==> src/rtl/core/tsi_pkg.sv <==
// Shared types and constants of the train speed integrator core.
// No dependencies; every other file takes its names from here.
package tsi_pkg;

  localparam int TICK_W    = 16;
  localparam int LEVEL_W   = 9;
  localparam int CFG_W     = 24;
  localparam int TRACK_W   = 40;
  localparam int SPEED_W   = 25;
  localparam int MAG_W     = 24;
  localparam int POS_W     = 40;
  localparam int ACC_W     = 26;
  localparam int SUM_W     = 27;
  localparam int DSUM_W    = 42;
  localparam int MC_W      = 25;
  localparam int MPL_W     = 16;
  localparam int MUL_LEN_W = 5;

  localparam int APB_ADDR_W = 6;
  localparam int APB_DATA_W = 64;

  localparam logic [MUL_LEN_W-1:0] LEVEL_MUL_LEN = 5'd9;
  localparam logic [MUL_LEN_W-1:0] TIME_MUL_LEN  = 5'd16;

  localparam logic [LEVEL_W-1:0] FULL_LEVEL  = 9'd256;
  localparam logic [MAG_W-1:0]   SNAP_LIMIT  = 24'd256;
  localparam logic [SPEED_W-1:0] REPORT_HYST = 25'd2560;

  typedef enum logic [2:0] {
    REG_MAX_FWD   = 3'd0,
    REG_MAX_BWD   = 3'd1,
    REG_DRIVE     = 3'd2,
    REG_BRAKE     = 3'd3,
    REG_EMERGENCY = 3'd4,
    REG_COAST     = 3'd5,
    REG_TRACK     = 3'd6
  } cfg_reg_e;

  typedef enum logic [12:0] {
    S_IDLE     = 13'b0000000000001,
    S_DRV_GO   = 13'b0000000000010,
    S_DRV_WAIT = 13'b0000000000100,
    S_BRK_GO   = 13'b0000000001000,
    S_BRK_WAIT = 13'b0000000010000,
    S_ACC      = 13'b0000000100000,
    S_TA_GO    = 13'b0000001000000,
    S_TA_WAIT  = 13'b0000010000000,
    S_SPD      = 13'b0000100000000,
    S_TS_GO    = 13'b0001000000000,
    S_TS_WAIT  = 13'b0010000000000,
    S_DIST     = 13'b0100000000000,
    S_END      = 13'b1000000000000
  } state_e;

  typedef struct packed {
    logic                 start;
    logic [MUL_LEN_W-1:0] len;
  } mul_req_t;

endpackage

==> src/rtl/core/tsi_in_if.sv <==
// Input channel of the train speed integrator: one word per time tick.
// Depends on tsi_pkg for field widths.
interface tsi_in_if;
  logic                         valid;
  logic                         ready;
  logic [tsi_pkg::TICK_W-1:0]   tick_time;
  logic [tsi_pkg::LEVEL_W-1:0]  throttle;
  logic [tsi_pkg::LEVEL_W-1:0]  brake_level;
  logic                         reverse_request;
  logic                         emergency_request;

  modport source (output valid, tick_time, throttle, brake_level, reverse_request,
                  emergency_request, input ready);
  modport sink   (input valid, tick_time, throttle, brake_level, reverse_request,
                  emergency_request, output ready);
endinterface

==> src/rtl/core/tsi_out_if.sv <==
// Result channel of the train speed integrator: one word per tick.
// Depends on tsi_pkg for field widths.
interface tsi_out_if;
  logic                               valid;
  logic                               ready;
  logic signed [tsi_pkg::SPEED_W-1:0] speed_now;
  logic [tsi_pkg::POS_W-1:0]          position;
  logic                               stopped_event;
  logic                               speed_change_event;
  logic                               direction_event;
  logic                               emergency_event;
  logic                               end_hit;

  modport source (output valid, speed_now, position, stopped_event, speed_change_event,
                  direction_event, emergency_event, end_hit, input ready);
  modport sink   (input valid, speed_now, position, stopped_event, speed_change_event,
                  direction_event, emergency_event, end_hit, output ready);
endinterface

==> src/rtl/core/tsi_sermul.sv <==
// Bit-serial shift-add multiplier, one multiplier bit per cycle, LSB first.
// Depends on tsi_pkg. Result is product >> len in prod_hi_o, next bit down in prod_lsb_o.
module tsi_sermul (
  input  logic                      clk_i,
  input  logic                      rst_ni,
  input  tsi_pkg::mul_req_t         req_i,
  input  logic [tsi_pkg::MC_W-1:0]  mcand_i,
  input  logic [tsi_pkg::MPL_W-1:0] mplier_i,
  output logic                      done_o,
  output logic [tsi_pkg::MC_W-1:0]  prod_hi_o,
  output logic                      prod_lsb_o
);

  logic                          busy_q, busy_d;
  logic [tsi_pkg::MUL_LEN_W-1:0] cnt_q, cnt_d;
  logic [tsi_pkg::MC_W-1:0]      mc_q, mc_d;
  logic [tsi_pkg::MPL_W-1:0]     mpl_q, mpl_d;
  logic [tsi_pkg::MC_W-1:0]      acc_q, acc_d;
  logic [tsi_pkg::MPL_W-1:0]     lo_q, lo_d;
  logic [tsi_pkg::MC_W:0]        sum;

  assign sum = {1'b0, acc_q} + (mpl_q[0] ? {1'b0, mc_q} : '0);
  assign done_o     = busy_q && (cnt_q == tsi_pkg::MUL_LEN_W'(1));
  assign prod_hi_o  = acc_q;
  assign prod_lsb_o = lo_q[tsi_pkg::MPL_W-1];

  always_comb begin
    busy_d = busy_q;
    cnt_d  = cnt_q;
    mc_d   = mc_q;
    mpl_d  = mpl_q;
    acc_d  = acc_q;
    lo_d   = lo_q;
    if (req_i.start) begin
      busy_d = 1'b1;
      cnt_d  = req_i.len;
      mc_d   = mcand_i;
      mpl_d  = mplier_i;
      acc_d  = '0;
      lo_d   = '0;
    end else if (busy_q) begin
      acc_d = sum[tsi_pkg::MC_W:1];
      lo_d  = {sum[0], lo_q[tsi_pkg::MPL_W-1:1]};
      mpl_d = {1'b0, mpl_q[tsi_pkg::MPL_W-1:1]};
      cnt_d = cnt_q - tsi_pkg::MUL_LEN_W'(1);
      if (done_o) busy_d = 1'b0;
    end
  end

  always_ff @(posedge clk_i or negedge rst_ni) begin
    if (!rst_ni) begin
      busy_q <= 1'b0;
      cnt_q  <= '0;
    end else begin
      busy_q <= busy_d;
      cnt_q  <= cnt_d;
    end
  end

  always_ff @(posedge clk_i) begin
    mc_q  <= mc_d;
    mpl_q <= mpl_d;
    acc_q <= acc_d;
    lo_q  <= lo_d;
  end

endmodule

==> src/rtl/core/train_speed_integrator_core.sv <==
// Top level of the train speed integrator: tick sequencer, speed and distance
// datapath, APB register file. Depends on tsi_pkg, tsi_in_if, tsi_out_if, tsi_sermul.
//
//   channel   kind          words                     handshake
//   in_if     sink          one tick per word         valid/ready
//   out_if    source        one result per tick       valid/ready
//   apb       slave, 64b    7 registers at 8*i        psel/penable, pready tied high
//
// A tick goes from acceptance to a valid result through four passes of the bit-serial
// multiplier (9 + 9 + 16 + 16 steps) and the accel, speed, distance and track-end steps.
// Reset clears the speed, distance, mode flags and registers; no clearing pass.
// A new tick is taken while the previous result waits; the last step holds until
// the output register is free.
module train_speed_integrator_core (
  input  logic                           clk_i,
  input  logic                           rst_ni,
  tsi_in_if.sink                         in_if,
  tsi_out_if.source                      out_if,
  input  logic                           psel,
  input  logic                           penable,
  input  logic                           pwrite,
  input  logic [tsi_pkg::APB_ADDR_W-1:0] paddr,
  input  logic [tsi_pkg::APB_DATA_W-1:0] pwdata,
  output logic [tsi_pkg::APB_DATA_W-1:0] prdata,
  output logic                           pready
);

  // registers
  logic [tsi_pkg::CFG_W-1:0]   max_fwd_q, max_bwd_q, drive_q, brake_q, emerg_q, coast_q;
  logic [tsi_pkg::TRACK_W-1:0] track_q;

  tsi_pkg::state_e state_q, state_d;

  // architectural state
  logic signed [tsi_pkg::SPEED_W-1:0] speed_q;
  logic [tsi_pkg::POS_W-1:0]          dist_q;
  logic                               rev_mode_q, emg_on_q, was_moving_q;
  logic [tsi_pkg::MAG_W-1:0]          last_rep_q;
  logic                               dir_ev_q, emg_ev_q;
  logic                               out_valid_q;

  // per-tick working values
  logic [tsi_pkg::TICK_W-1:0]         dt_q;
  logic [tsi_pkg::LEVEL_W-1:0]        thr_q, brk_q;
  logic [tsi_pkg::CFG_W-1:0]          a_q;
  logic                               acc_neg_q;
  logic [tsi_pkg::MC_W-1:0]           acc_mag_q;
  logic signed [tsi_pkg::SPEED_W-1:0] spd2_q;
  logic                               spd2_neg_q;
  logic [tsi_pkg::MAG_W-1:0]          spd2_mag_q;
  logic signed [tsi_pkg::DSUM_W-1:0]  dsum_q;

  // output word
  logic signed [tsi_pkg::SPEED_W-1:0] o_speed_q;
  logic [tsi_pkg::POS_W-1:0]          o_pos_q;
  logic                               o_stop_q, o_chg_q, o_dir_q, o_emg_q, o_end_q;

  logic accept, commit;
  logic [tsi_pkg::LEVEL_W-1:0] thr_sat, brk_sat;

  // multiplier
  tsi_pkg::mul_req_t          mul_req;
  logic [tsi_pkg::MC_W-1:0]   mul_mcand;
  logic [tsi_pkg::MPL_W-1:0]  mul_mplier;
  logic                       mul_done;
  logic [tsi_pkg::MC_W-1:0]   prod_hi;
  logic                       prod_lsb;
  logic [tsi_pkg::CFG_W-1:0]  level_prod;

  tsi_sermul u_mul (
    .clk_i      (clk_i),
    .rst_ni     (rst_ni),
    .req_i      (mul_req),
    .mcand_i    (mul_mcand),
    .mplier_i   (mul_mplier),
    .done_o     (mul_done),
    .prod_hi_o  (prod_hi),
    .prod_lsb_o (prod_lsb)
  );

  assign level_prod = {prod_hi[tsi_pkg::CFG_W-2:0], prod_lsb};

  always_comb begin
    mul_req.start = 1'b0;
    mul_req.len   = tsi_pkg::TIME_MUL_LEN;
    mul_mcand     = '0;
    mul_mplier    = '0;
    unique case (state_q)
      tsi_pkg::S_DRV_GO: begin
        mul_req.start = 1'b1;
        mul_req.len   = tsi_pkg::LEVEL_MUL_LEN;
        mul_mcand     = {1'b0, drive_q};
        mul_mplier    = {{(tsi_pkg::MPL_W-tsi_pkg::LEVEL_W){1'b0}}, thr_q};
      end
      tsi_pkg::S_BRK_GO: begin
        mul_req.start = 1'b1;
        mul_req.len   = tsi_pkg::LEVEL_MUL_LEN;
        mul_mcand     = {1'b0, brake_q};
        mul_mplier    = {{(tsi_pkg::MPL_W-tsi_pkg::LEVEL_W){1'b0}}, brk_q};
      end
      tsi_pkg::S_TA_GO: begin
        mul_req.start = 1'b1;
        mul_mcand     = acc_mag_q;
        mul_mplier    = dt_q;
      end
      tsi_pkg::S_TS_GO: begin
        mul_req.start = 1'b1;
        mul_mcand     = {1'b0, spd2_mag_q};
        mul_mplier    = dt_q;
      end
      default: ;
    endcase
  end

  // handshakes
  assign in_if.ready = (state_q == tsi_pkg::S_IDLE);
  assign accept      = in_if.valid && in_if.ready;
  assign commit      = (state_q == tsi_pkg::S_END) && (!out_valid_q || out_if.ready);

  assign thr_sat = (in_if.throttle > tsi_pkg::FULL_LEVEL) ? tsi_pkg::FULL_LEVEL
                                                          : in_if.throttle;
  assign brk_sat = (in_if.brake_level > tsi_pkg::FULL_LEVEL) ? tsi_pkg::FULL_LEVEL
                                                             : in_if.brake_level;

  // acceleration
  logic                              spd_neg, spd_pos;
  logic signed [tsi_pkg::ACC_W-1:0]  a_s, b_s, c_s, e_s, acc_v, acc_abs;

  assign spd_neg = speed_q[tsi_pkg::SPEED_W-1];
  assign spd_pos = !spd_neg && (speed_q != '0);
  assign a_s = signed'({2'b00, a_q});
  assign b_s = signed'({2'b00, level_prod});
  assign c_s = signed'({2'b00, coast_q});
  assign e_s = signed'({2'b00, emerg_q});

  always_comb begin
    acc_v = '0;
    if (emg_on_q) begin
      if (spd_pos)      acc_v = -e_s;
      else if (spd_neg) acc_v = e_s;
    end else begin
      if (thr_q != '0) acc_v = rev_mode_q ? -a_s : a_s;
      if (spd_pos)      acc_v = acc_v - b_s;
      else if (spd_neg) acc_v = acc_v + b_s;
      if (thr_q == '0) begin
        if (spd_pos)      acc_v = acc_v - c_s;
        else if (spd_neg) acc_v = acc_v + c_s;
      end
    end
    acc_abs = acc_v[tsi_pkg::ACC_W-1] ? -acc_v : acc_v;
  end

  // speed update, clamp and snap
  logic signed [tsi_pkg::SUM_W-1:0] dv_s, spd_sum, lo_lim, hi_lim, spd_clamp, clamp_abs;
  logic [tsi_pkg::MAG_W-1:0]        clamp_mag;
  logic                             snap;

  always_comb begin
    dv_s    = signed'({2'b00, prod_hi});
    spd_sum = signed'({{2{speed_q[tsi_pkg::SPEED_W-1]}}, speed_q})
              + (acc_neg_q ? -dv_s : dv_s);
    lo_lim  = rev_mode_q ? -signed'({3'b000, max_bwd_q}) : '0;
    hi_lim  = rev_mode_q ? '0 : signed'({3'b000, max_fwd_q});
    if (spd_sum < lo_lim)      spd_clamp = lo_lim;
    else if (spd_sum > hi_lim) spd_clamp = hi_lim;
    else                       spd_clamp = spd_sum;
    clamp_abs = spd_clamp[tsi_pkg::SUM_W-1] ? -spd_clamp : spd_clamp;
    clamp_mag = clamp_abs[tsi_pkg::MAG_W-1:0];
    snap      = (thr_q == '0) && (clamp_mag < tsi_pkg::SNAP_LIMIT);
  end

  // distance update
  logic signed [tsi_pkg::DSUM_W-1:0] dd_s, dsum_v;

  assign dd_s   = signed'({{(tsi_pkg::DSUM_W-tsi_pkg::MC_W){1'b0}}, prod_hi});
  assign dsum_v = signed'({2'b00, dist_q}) + (spd2_neg_q ? -dd_s : dd_s);

  // track ends and events
  logic                               below, above, end_f, moving_f, stop_f, chg_f;
  logic [tsi_pkg::POS_W-1:0]          pos_f;
  logic signed [tsi_pkg::SPEED_W-1:0] spd_f;
  logic [tsi_pkg::MAG_W-1:0]          mag_f;
  logic signed [tsi_pkg::SPEED_W-1:0] diff;
  logic [tsi_pkg::SPEED_W-1:0]        diff_abs;

  always_comb begin
    below = dsum_q[tsi_pkg::DSUM_W-1];
    above = !below && (dsum_q[tsi_pkg::DSUM_W-2:0] > {1'b0, track_q});
    end_f = below || above;
    if (below)      pos_f = '0;
    else if (above) pos_f = track_q;
    else            pos_f = dsum_q[tsi_pkg::POS_W-1:0];
    spd_f    = end_f ? '0 : spd2_q;
    mag_f    = end_f ? '0 : spd2_mag_q;
    moving_f = (spd_f != '0);
    stop_f   = was_moving_q && !moving_f;
    diff     = signed'({1'b0, mag_f}) - signed'({1'b0, last_rep_q});
    diff_abs = diff[tsi_pkg::SPEED_W-1] ? unsigned'(-diff) : unsigned'(diff);
    chg_f    = diff_abs > tsi_pkg::REPORT_HYST;
  end

  // sequencer
  always_comb begin
    state_d = state_q;
    unique case (state_q)
      tsi_pkg::S_IDLE:     if (accept) state_d = tsi_pkg::S_DRV_GO;
      tsi_pkg::S_DRV_GO:   state_d = tsi_pkg::S_DRV_WAIT;
      tsi_pkg::S_DRV_WAIT: if (mul_done) state_d = tsi_pkg::S_BRK_GO;
      tsi_pkg::S_BRK_GO:   state_d = tsi_pkg::S_BRK_WAIT;
      tsi_pkg::S_BRK_WAIT: if (mul_done) state_d = tsi_pkg::S_ACC;
      tsi_pkg::S_ACC:      state_d = tsi_pkg::S_TA_GO;
      tsi_pkg::S_TA_GO:    state_d = tsi_pkg::S_TA_WAIT;
      tsi_pkg::S_TA_WAIT:  if (mul_done) state_d = tsi_pkg::S_SPD;
      tsi_pkg::S_SPD:      state_d = tsi_pkg::S_TS_GO;
      tsi_pkg::S_TS_GO:    state_d = tsi_pkg::S_TS_WAIT;
      tsi_pkg::S_TS_WAIT:  if (mul_done) state_d = tsi_pkg::S_DIST;
      tsi_pkg::S_DIST:     state_d = tsi_pkg::S_END;
      tsi_pkg::S_END:      if (commit) state_d = tsi_pkg::S_IDLE;
      default:             state_d = tsi_pkg::S_IDLE;
    endcase
  end

  // APB
  logic cfg_we;
  assign cfg_we = psel && penable && pwrite;
  assign pready = 1'b1;

  always_comb begin
    prdata = '0;
    unique case (tsi_pkg::cfg_reg_e'(paddr[5:3]))
      tsi_pkg::REG_MAX_FWD:   prdata = {40'd0, max_fwd_q};
      tsi_pkg::REG_MAX_BWD:   prdata = {40'd0, max_bwd_q};
      tsi_pkg::REG_DRIVE:     prdata = {40'd0, drive_q};
      tsi_pkg::REG_BRAKE:     prdata = {40'd0, brake_q};
      tsi_pkg::REG_EMERGENCY: prdata = {40'd0, emerg_q};
      tsi_pkg::REG_COAST:     prdata = {40'd0, coast_q};
      tsi_pkg::REG_TRACK:     prdata = {24'd0, track_q};
      default:                prdata = '0;
    endcase
  end

  always_ff @(posedge clk_i or negedge rst_ni) begin
    if (!rst_ni) begin
      max_fwd_q    <= '0;
      max_bwd_q    <= '0;
      drive_q      <= '0;
      brake_q      <= '0;
      emerg_q      <= '0;
      coast_q      <= '0;
      track_q      <= '0;
      state_q      <= tsi_pkg::S_IDLE;
      speed_q      <= '0;
      dist_q       <= '0;
      rev_mode_q   <= 1'b0;
      emg_on_q     <= 1'b0;
      was_moving_q <= 1'b0;
      last_rep_q   <= '0;
      dir_ev_q     <= 1'b0;
      emg_ev_q     <= 1'b0;
      out_valid_q  <= 1'b0;
    end else begin
      state_q <= state_d;
      if (cfg_we) begin
        unique case (tsi_pkg::cfg_reg_e'(paddr[5:3]))
          tsi_pkg::REG_MAX_FWD:   max_fwd_q <= pwdata[tsi_pkg::CFG_W-1:0];
          tsi_pkg::REG_MAX_BWD:   max_bwd_q <= pwdata[tsi_pkg::CFG_W-1:0];
          tsi_pkg::REG_DRIVE:     drive_q   <= pwdata[tsi_pkg::CFG_W-1:0];
          tsi_pkg::REG_BRAKE:     brake_q   <= pwdata[tsi_pkg::CFG_W-1:0];
          tsi_pkg::REG_EMERGENCY: emerg_q   <= pwdata[tsi_pkg::CFG_W-1:0];
          tsi_pkg::REG_COAST:     coast_q   <= pwdata[tsi_pkg::CFG_W-1:0];
          tsi_pkg::REG_TRACK:     track_q   <= pwdata[tsi_pkg::TRACK_W-1:0];
          default: ;
        endcase
      end
      if (accept) begin
        rev_mode_q <= in_if.reverse_request;
        dir_ev_q   <= (in_if.reverse_request != rev_mode_q);
        emg_on_q   <= in_if.emergency_request;
        emg_ev_q   <= in_if.emergency_request && !emg_on_q;
      end
      if (commit) begin
        speed_q      <= spd_f;
        dist_q       <= pos_f;
        was_moving_q <= moving_f;
        if (chg_f) last_rep_q <= mag_f;
        out_valid_q  <= 1'b1;
      end else if (out_if.ready) begin
        out_valid_q  <= 1'b0;
      end
    end
  end

  always_ff @(posedge clk_i) begin
    if (accept) begin
      dt_q  <= in_if.tick_time;
      thr_q <= thr_sat;
      brk_q <= brk_sat;
    end
    if (state_q == tsi_pkg::S_BRK_GO) a_q <= level_prod;
    if (state_q == tsi_pkg::S_ACC) begin
      acc_neg_q <= acc_v[tsi_pkg::ACC_W-1];
      acc_mag_q <= acc_abs[tsi_pkg::MC_W-1:0];
    end
    if (state_q == tsi_pkg::S_SPD) begin
      spd2_q     <= snap ? '0 : spd_clamp[tsi_pkg::SPEED_W-1:0];
      spd2_neg_q <= !snap && spd_clamp[tsi_pkg::SUM_W-1];
      spd2_mag_q <= snap ? '0 : clamp_mag;
    end
    if (state_q == tsi_pkg::S_DIST) dsum_q <= dsum_v;
    if (commit) begin
      o_speed_q <= spd_f;
      o_pos_q   <= pos_f;
      o_stop_q  <= stop_f;
      o_chg_q   <= chg_f;
      o_dir_q   <= dir_ev_q;
      o_emg_q   <= emg_ev_q;
      o_end_q   <= end_f;
    end
  end

  assign out_if.valid              = out_valid_q;
  assign out_if.speed_now          = o_speed_q;
  assign out_if.position           = o_pos_q;
  assign out_if.stopped_event      = o_stop_q;
  assign out_if.speed_change_event = o_chg_q;
  assign out_if.direction_event    = o_dir_q;
  assign out_if.emergency_event    = o_emg_q;
  assign out_if.end_hit            = o_end_q;

  // checks
  a_speed_dir: assert property (@(posedge clk_i) disable iff (!rst_ni)
    commit |=> (out_if.speed_now == '0 ||
                out_if.speed_now[tsi_pkg::SPEED_W-1] == rev_mode_q))
    else $error("speed sign disagrees with direction mode");

  a_pos_on_track: assert property (@(posedge clk_i) disable iff (!rst_ni)
    commit |=> ({1'b0, out_if.position} <= {1'b0, track_q}))
    else $error("position beyond track end");

  a_mul_done_wait: assert property (@(posedge clk_i) disable iff (!rst_ni)
    mul_done |-> (state_q == tsi_pkg::S_DRV_WAIT || state_q == tsi_pkg::S_BRK_WAIT ||
                  state_q == tsi_pkg::S_TA_WAIT  || state_q == tsi_pkg::S_TS_WAIT))
    else $error("multiplier finished outside a wait step");

  a_stop_zero: assert property (@(posedge clk_i) disable iff (!rst_ni)
    commit |=> ((!out_if.stopped_event && !out_if.end_hit) || out_if.speed_now == '0))
    else $error("stop or track end reported with nonzero speed");

endmodule
==> src/flat_wrapper.sv <==
// flat-port wrapper written by rule: the top's interface ports become plain ports
module train_speed_integrator_core_flat 
  (clk_i, rst_ni, psel, penable, pwrite, paddr, pwdata, prdata, pready, in_if_valid, in_if_tick_time, in_if_throttle, in_if_brake_level, in_if_reverse_request, in_if_emergency_request, in_if_ready, out_if_valid, out_if_speed_now, out_if_position, out_if_stopped_event, out_if_speed_change_event, out_if_direction_event, out_if_emergency_event, out_if_end_hit, out_if_ready);
  tsi_in_if in_if_i ();
  tsi_out_if out_if_i ();
  input  logic clk_i;
  input  logic rst_ni;
  input  logic psel;
  input  logic penable;
  input  logic pwrite;
  input  logic [tsi_pkg::APB_ADDR_W-1:0] paddr;
  input  logic [tsi_pkg::APB_DATA_W-1:0] pwdata;
  output logic [tsi_pkg::APB_DATA_W-1:0] prdata;
  output logic pready;
  input wire logic [$bits(in_if_i.valid)-1:0] in_if_valid;
  input wire logic [$bits(in_if_i.tick_time)-1:0] in_if_tick_time;
  input wire logic [$bits(in_if_i.throttle)-1:0] in_if_throttle;
  input wire logic [$bits(in_if_i.brake_level)-1:0] in_if_brake_level;
  input wire logic [$bits(in_if_i.reverse_request)-1:0] in_if_reverse_request;
  input wire logic [$bits(in_if_i.emergency_request)-1:0] in_if_emergency_request;
  output wire logic [$bits(in_if_i.ready)-1:0] in_if_ready;
  output wire logic [$bits(out_if_i.valid)-1:0] out_if_valid;
  output wire logic [$bits(out_if_i.speed_now)-1:0] out_if_speed_now;
  output wire logic [$bits(out_if_i.position)-1:0] out_if_position;
  output wire logic [$bits(out_if_i.stopped_event)-1:0] out_if_stopped_event;
  output wire logic [$bits(out_if_i.speed_change_event)-1:0] out_if_speed_change_event;
  output wire logic [$bits(out_if_i.direction_event)-1:0] out_if_direction_event;
  output wire logic [$bits(out_if_i.emergency_event)-1:0] out_if_emergency_event;
  output wire logic [$bits(out_if_i.end_hit)-1:0] out_if_end_hit;
  input wire logic [$bits(out_if_i.ready)-1:0] out_if_ready;
  assign in_if_i.valid = in_if_valid;
  assign in_if_i.tick_time = in_if_tick_time;
  assign in_if_i.throttle = in_if_throttle;
  assign in_if_i.brake_level = in_if_brake_level;
  assign in_if_i.reverse_request = in_if_reverse_request;
  assign in_if_i.emergency_request = in_if_emergency_request;
  assign in_if_ready = in_if_i.ready;
  assign out_if_valid = out_if_i.valid;
  assign out_if_speed_now = out_if_i.speed_now;
  assign out_if_position = out_if_i.position;
  assign out_if_stopped_event = out_if_i.stopped_event;
  assign out_if_speed_change_event = out_if_i.speed_change_event;
  assign out_if_direction_event = out_if_i.direction_event;
  assign out_if_emergency_event = out_if_i.emergency_event;
  assign out_if_end_hit = out_if_i.end_hit;
  assign out_if_i.ready = out_if_ready;
  train_speed_integrator_core u_core (.clk_i(clk_i), .rst_ni(rst_ni), .in_if(in_if_i), .out_if(out_if_i), .psel(psel), .penable(penable), .pwrite(pwrite), .paddr(paddr), .pwdata(pwdata), .prdata(prdata), .pready(pready));
endmodule
==> config.mk <==
export PLATFORM = sky130hd
export DESIGN_NAME = train_speed_integrator_core_flat
export DESIGN_NICKNAME = d
export VERILOG_FILES = /design/src/rtl/core/tsi_pkg.sv /design/src/rtl/core/tsi_in_if.sv /design/src/rtl/core/tsi_out_if.sv /design/src/rtl/core/tsi_sermul.sv /design/src/rtl/core/train_speed_integrator_core.sv /design/src/flat_wrapper.sv
export SDC_FILE = /design/constraint.sdc
export NUM_CORES = 2
export LEC_CHECK = 0
export BUFFER_PORTS_ARGS = -buffer_cell sky130_fd_sc_hd__buf_2
export CAP_MARGIN = 10
export CELL_PAD_IN_SITES_DETAIL_PLACEMENT = 0
export CELL_PAD_IN_SITES_GLOBAL_PLACEMENT = 1
export CORE_ASPECT_RATIO = 1.5
export CORE_UTILIZATION = 49
export DETAILED_ROUTE_END_ITERATION = 6
export MAX_ROUTING_LAYER = met4
export PLACE_DENSITY = 0.9
export SYNTH_ARGS = -nofsm -noshare
export SYNTH_HDL_FRONTEND = slang
export SYNTH_SLANG_ARGS = --single-unit
==> constraint.sdc <==
create_clock -name clk_i -period 10.5 [get_ports clk_i]
set_input_delay 1.05 -clock clk_i [delete_from_list [all_inputs] [get_ports clk_i]]
set_output_delay 1.05 -clock clk_i [all_outputs]
set_load 0.01 [all_outputs]
==> results.md <==
- Main synth FF type: dfrtp_1
- Top cells by area, synth: edfxtp_1, dfrtp_1, ha_1
- Fin worst setup slack: 588 ps
- Req. time, crit path: 10,860 ps
- Post-DR vias/cell: 6.14
- 1st-iter DRT viols: 3,198
- Worst-path clk slew: 70 ps
- IO Count: 250
- Total Routing Usage GR: 33.7%
- Gpl congestion: 1.02
- Max Cap Viol: 0
- First-pass GRT wire length: 222,000 um
- Clock sink total: 610
- Post-DP HPWL: 114,000 um
- Number of global-route vias before repair: 35,900
- Grt ovf: 0
- Mapped cell area: 43,400 sq um
- Status: completed
- Endpoints failing hold: 0
- Max-slew violation count: 0
- Maximum vdd drop: 156 uV
- Crit-path leading delay family: simple AND/OR/NAND/NOR gates
- Post-synth EDFFs: 286
- Post-CTS Hold Buffers: 0
- Clock Path Buffers: 3
- Cell taking the most area after synthesis: edfxtp_1
- CP max FO: 20
- Most common cell on crit path: or3_1
- Register bit total from synthesis: 610
- Worst-Skew Late Latency: 660 ps
- WP depth: 41
- Pre-antenna DRT Iters: 6
- Layout cells sized above 1: 13.7%
- Buffer and inverter count on the worst path: 3
- Area share of the largest cell type after synthesis: 19.8%
- Filler cells: 7,857
- Routed wire length: 148,000 um
- Yosys cell types: 115
- Highest Clock Rate: 101 MHz
- Num CTS Buffers: 57
- Synth warnings: 0
- Dpl ws: 387 ps
- R2R cell count: 41
- CP peak stage delay: 470 ps
- Sequential share of the synthesized area: 38.2%
- Core area: 87,700 sq um
- Part of the cycle the worst path needs: 94.4%
- CTS tree: yes
- WL per Instance: 24.5 um
- Pwr dens: 269 nW/um^2
- Initial Util: 49.5%
- # rows: 133
- Die H: 366 um
- Flop-to-flop setup slack: 590 ps
- Number of remaining DRC errors: 0
- CTS H-tree depth: 2
- Worst slew pin tran: 1220 ps
- Largest net degree at the start of global routing: 147
- Nets@finish: 5,259
- Antenna violations before repair: 3
- Routed Antenna Nets: 0
- Relative slew slack: 17.9%
- Port buffer count: 197
- Leak pwr: 20.3 nW
- Routed via count: 37,000
- # setup viols final: 0
- Root Buffer: clkbuf_16
- Post-Synthesis Cells: 4,706
- Area grow syn2layout: 10.3%
- Critical Path End Type: flip-flop
- Avg Inst Size Synth: 9.22 sq um
- Setup TNS: 0 ps
- Die area: 89,800 sq um
- Crit Path Class: flip-flop to flip-flop
- Clk_skew: 32.4 ps
- Worst min path class: input pin to async pin
- Post-layout min period: 9910 ps
- Crit-path slowest cell: or3_1
- Worst EP arrival: 10,280 ps
- Asr flop ratio synth: 48.9%
- Startpoint types: flip-flop
- Die W: 245 um
[metal layers]
metal  part of all wire, %  vias to the layer above  global-route usage [%]
met5                     0                        -                       -
met4                   9.2                        0                    25.5
met3                   5.5                      443                    3.77
met2                    48                     1410                    54.7
met1                    37                    17900                    37.9
li1                      -                    17200                       -
[sequential cells by signal, indices dropped and copies added, names as in the netlist, 24 cells and up]
name                     count
u_core.a_q                  24
u_core.acc_mag_q            25
u_core.brake_q              24
u_core.coast_q              24
u_core.dist_q               40
u_core.drive_q              24
u_core.dsum_q               42
u_core.emerg_q              24
u_core.last_rep_q           24
u_core.max_bwd_q            24
u_core.max_fwd_q            24
u_core.out_if.position      40
u_core.out_if.speed_now     25
u_core.spd2_mag_q           24
u_core.spd2_q               24
u_core.speed_q              25
u_core.track_q              40
u_core.u_mul.mc_q           25
u_core.u_mul.prod_hi_o      25
[placed cells by master (no fill, tap or decap), types with 34 or more instances in the layout]
master	n
nor2_1	431
nand2_1	417
a21oi_1	326
ha_1	311
dfrtp_1	295
edfxtp_1	286
o21ai_0	258
inv_1	233
xnor2_1	208
buf_2	196
mux2_2	176
and2_1	112
nor3_1	99
xor2_1	90
buf_4	88
nand3_1	78
a22oi_1	77
a31oi_1	74
o31ai_1	71
nor2b_1	69
a21o_1	64
clkbuf_16	60
mux2i_1	58
nand2b_1	54
or3_1	45
o21a_1	41
nand4_1	38
nor4_1	38
a211oi_1	38
o21bai_1	34
[cell usage after synthesis (16+ instances only)]
master,n
buf_4,29
and2_1,112
xnor2_1,208
o211ai_1,17
nor2b_1,71
nand3_1,80
nor3b_1,20
xor2_1,90
edfxtp_1,286
nand2_1,420
a211oi_1,38
clkbuf_1,191
mux2i_1,58
o21bai_1,34
or3_1,45
o21ai_0,258
o41ai_1,17
a21oi_1,328
or2_2,16
ha_1,311
nand2b_1,54
dfxtp_1,26
inv_1,234
a31oi_1,74
o31ai_1,71
nand4_1,38
nor4_1,38
dfrtp_1,297
nor2_1,435
and3_1,24
a21o_1,65
or4_1,18
a22oi_1,78
mux2_2,176
buf_1,25
o21a_1,41
nor3_1,101
[worst reg2reg max path, delay by kind of cell, from the launching register on]
kind,cells,cell delay [ps]
AND/OR/NAND/NOR,21,4770
AO/OA/AOI/OAI,10,2300
multiplexers,2,320
adder cells (fa/ha/maj),3,960
flip-flops,1,310
buffers and inverters,3,610
XOR/XNOR,2,380
[through the flow]
stage	area, sq um	instances	utilization (%)	power (W)	hold slack [ps]
global placement	45700	5910	52.1	0.0103	436
detailed placement	45700	5910	52.1	0.0104	442
CTS	47700	6018	54.4	0.0127	391
global route	47800	6026	54.5	0.0136	428
floorplan	43500	4729	-	0.00824	425
finish	47800	6028	54.5	0.0129	391
[power by group]
| part | internal [W] | switching [W] |
|---|---|---|
| registers | 0.00301 | 0.000356 |
| logic | 0.00271 | 0.00449 |
| clock network | 0.00128 | 0.00102 |
| total | 0.00700 | 0.00587 |
[cells by family (layout without fill, tap and decap cells)]
family | Yosys count | after routing | share of synthesized area [%]
and+or+nand+nor | 1536 | 1536 | 17.3
muxes | 249 | 249 | 6.63
AOI/OAI and AO/OA | 1201 | 1201 | 18.0
buffers and inverters | 491 | 638 | 4.53
adders and majority gates | 319 | 319 | 9.34
DFF | 610 | 610 | 38.2
xor gates and xnor gates | 298 | 298 | 6.02
other | 2 | 30 | 0.0173
[layout make-up]
cell class / count / area (sq um) / share of cell area (%)
inverter: 239 / 897 / 1.88
clock inverter: 37 / 447 / 0.934
multi-input combinational: 3628 / 25100 / 52.5
timing repair buffer: 291 / 1770 / 3.70
clock buffer: 71 / 1610 / 3.37
antenna: 5 / 12.5 / 0.0262
tap: 1147 / 1440 / 3.00
sequential: 610 / 16600 / 34.6
[timing repair]
| action | in CTS | in global routing |
|---|---|---|
| endpoints found under the hold margin | 0 | 0 |
| endpoints found under the setup margin | 0 | 33 |
| buffers inserted | 0 | 5 |
| gates resized for setup | 0 | 8 |
[final timing paths]
path / end / from
min in group clk_i: u_core.out_if.direction_event$_DFFE_PP_ / u_core.dir_ev_q$_DFFE_PN0P_
setup reg to reg: u_core.spd2_q[6]$_SDFFCE_PP0P_ / u_core.u_mul.prod_hi_o[0]$_SDFFE_PN0P_
max in group asynchronous: u_core.rev_mode_q$_DFFE_PN0P_ / rst_ni
setup / recovery: u_core.spd2_q[6]$_SDFFCE_PP0P_ / u_core.u_mul.prod_hi_o[0]$_SDFFE_PN0P_
hold reg to reg: u_core.out_if.direction_event$_DFFE_PP_ / u_core.dir_ev_q$_DFFE_PN0P_
hold / removal: u_core.track_q[26]$_DFFE_PN0P_ / rst_ni
Note: power is estimated with default switching activity, not from simulation.
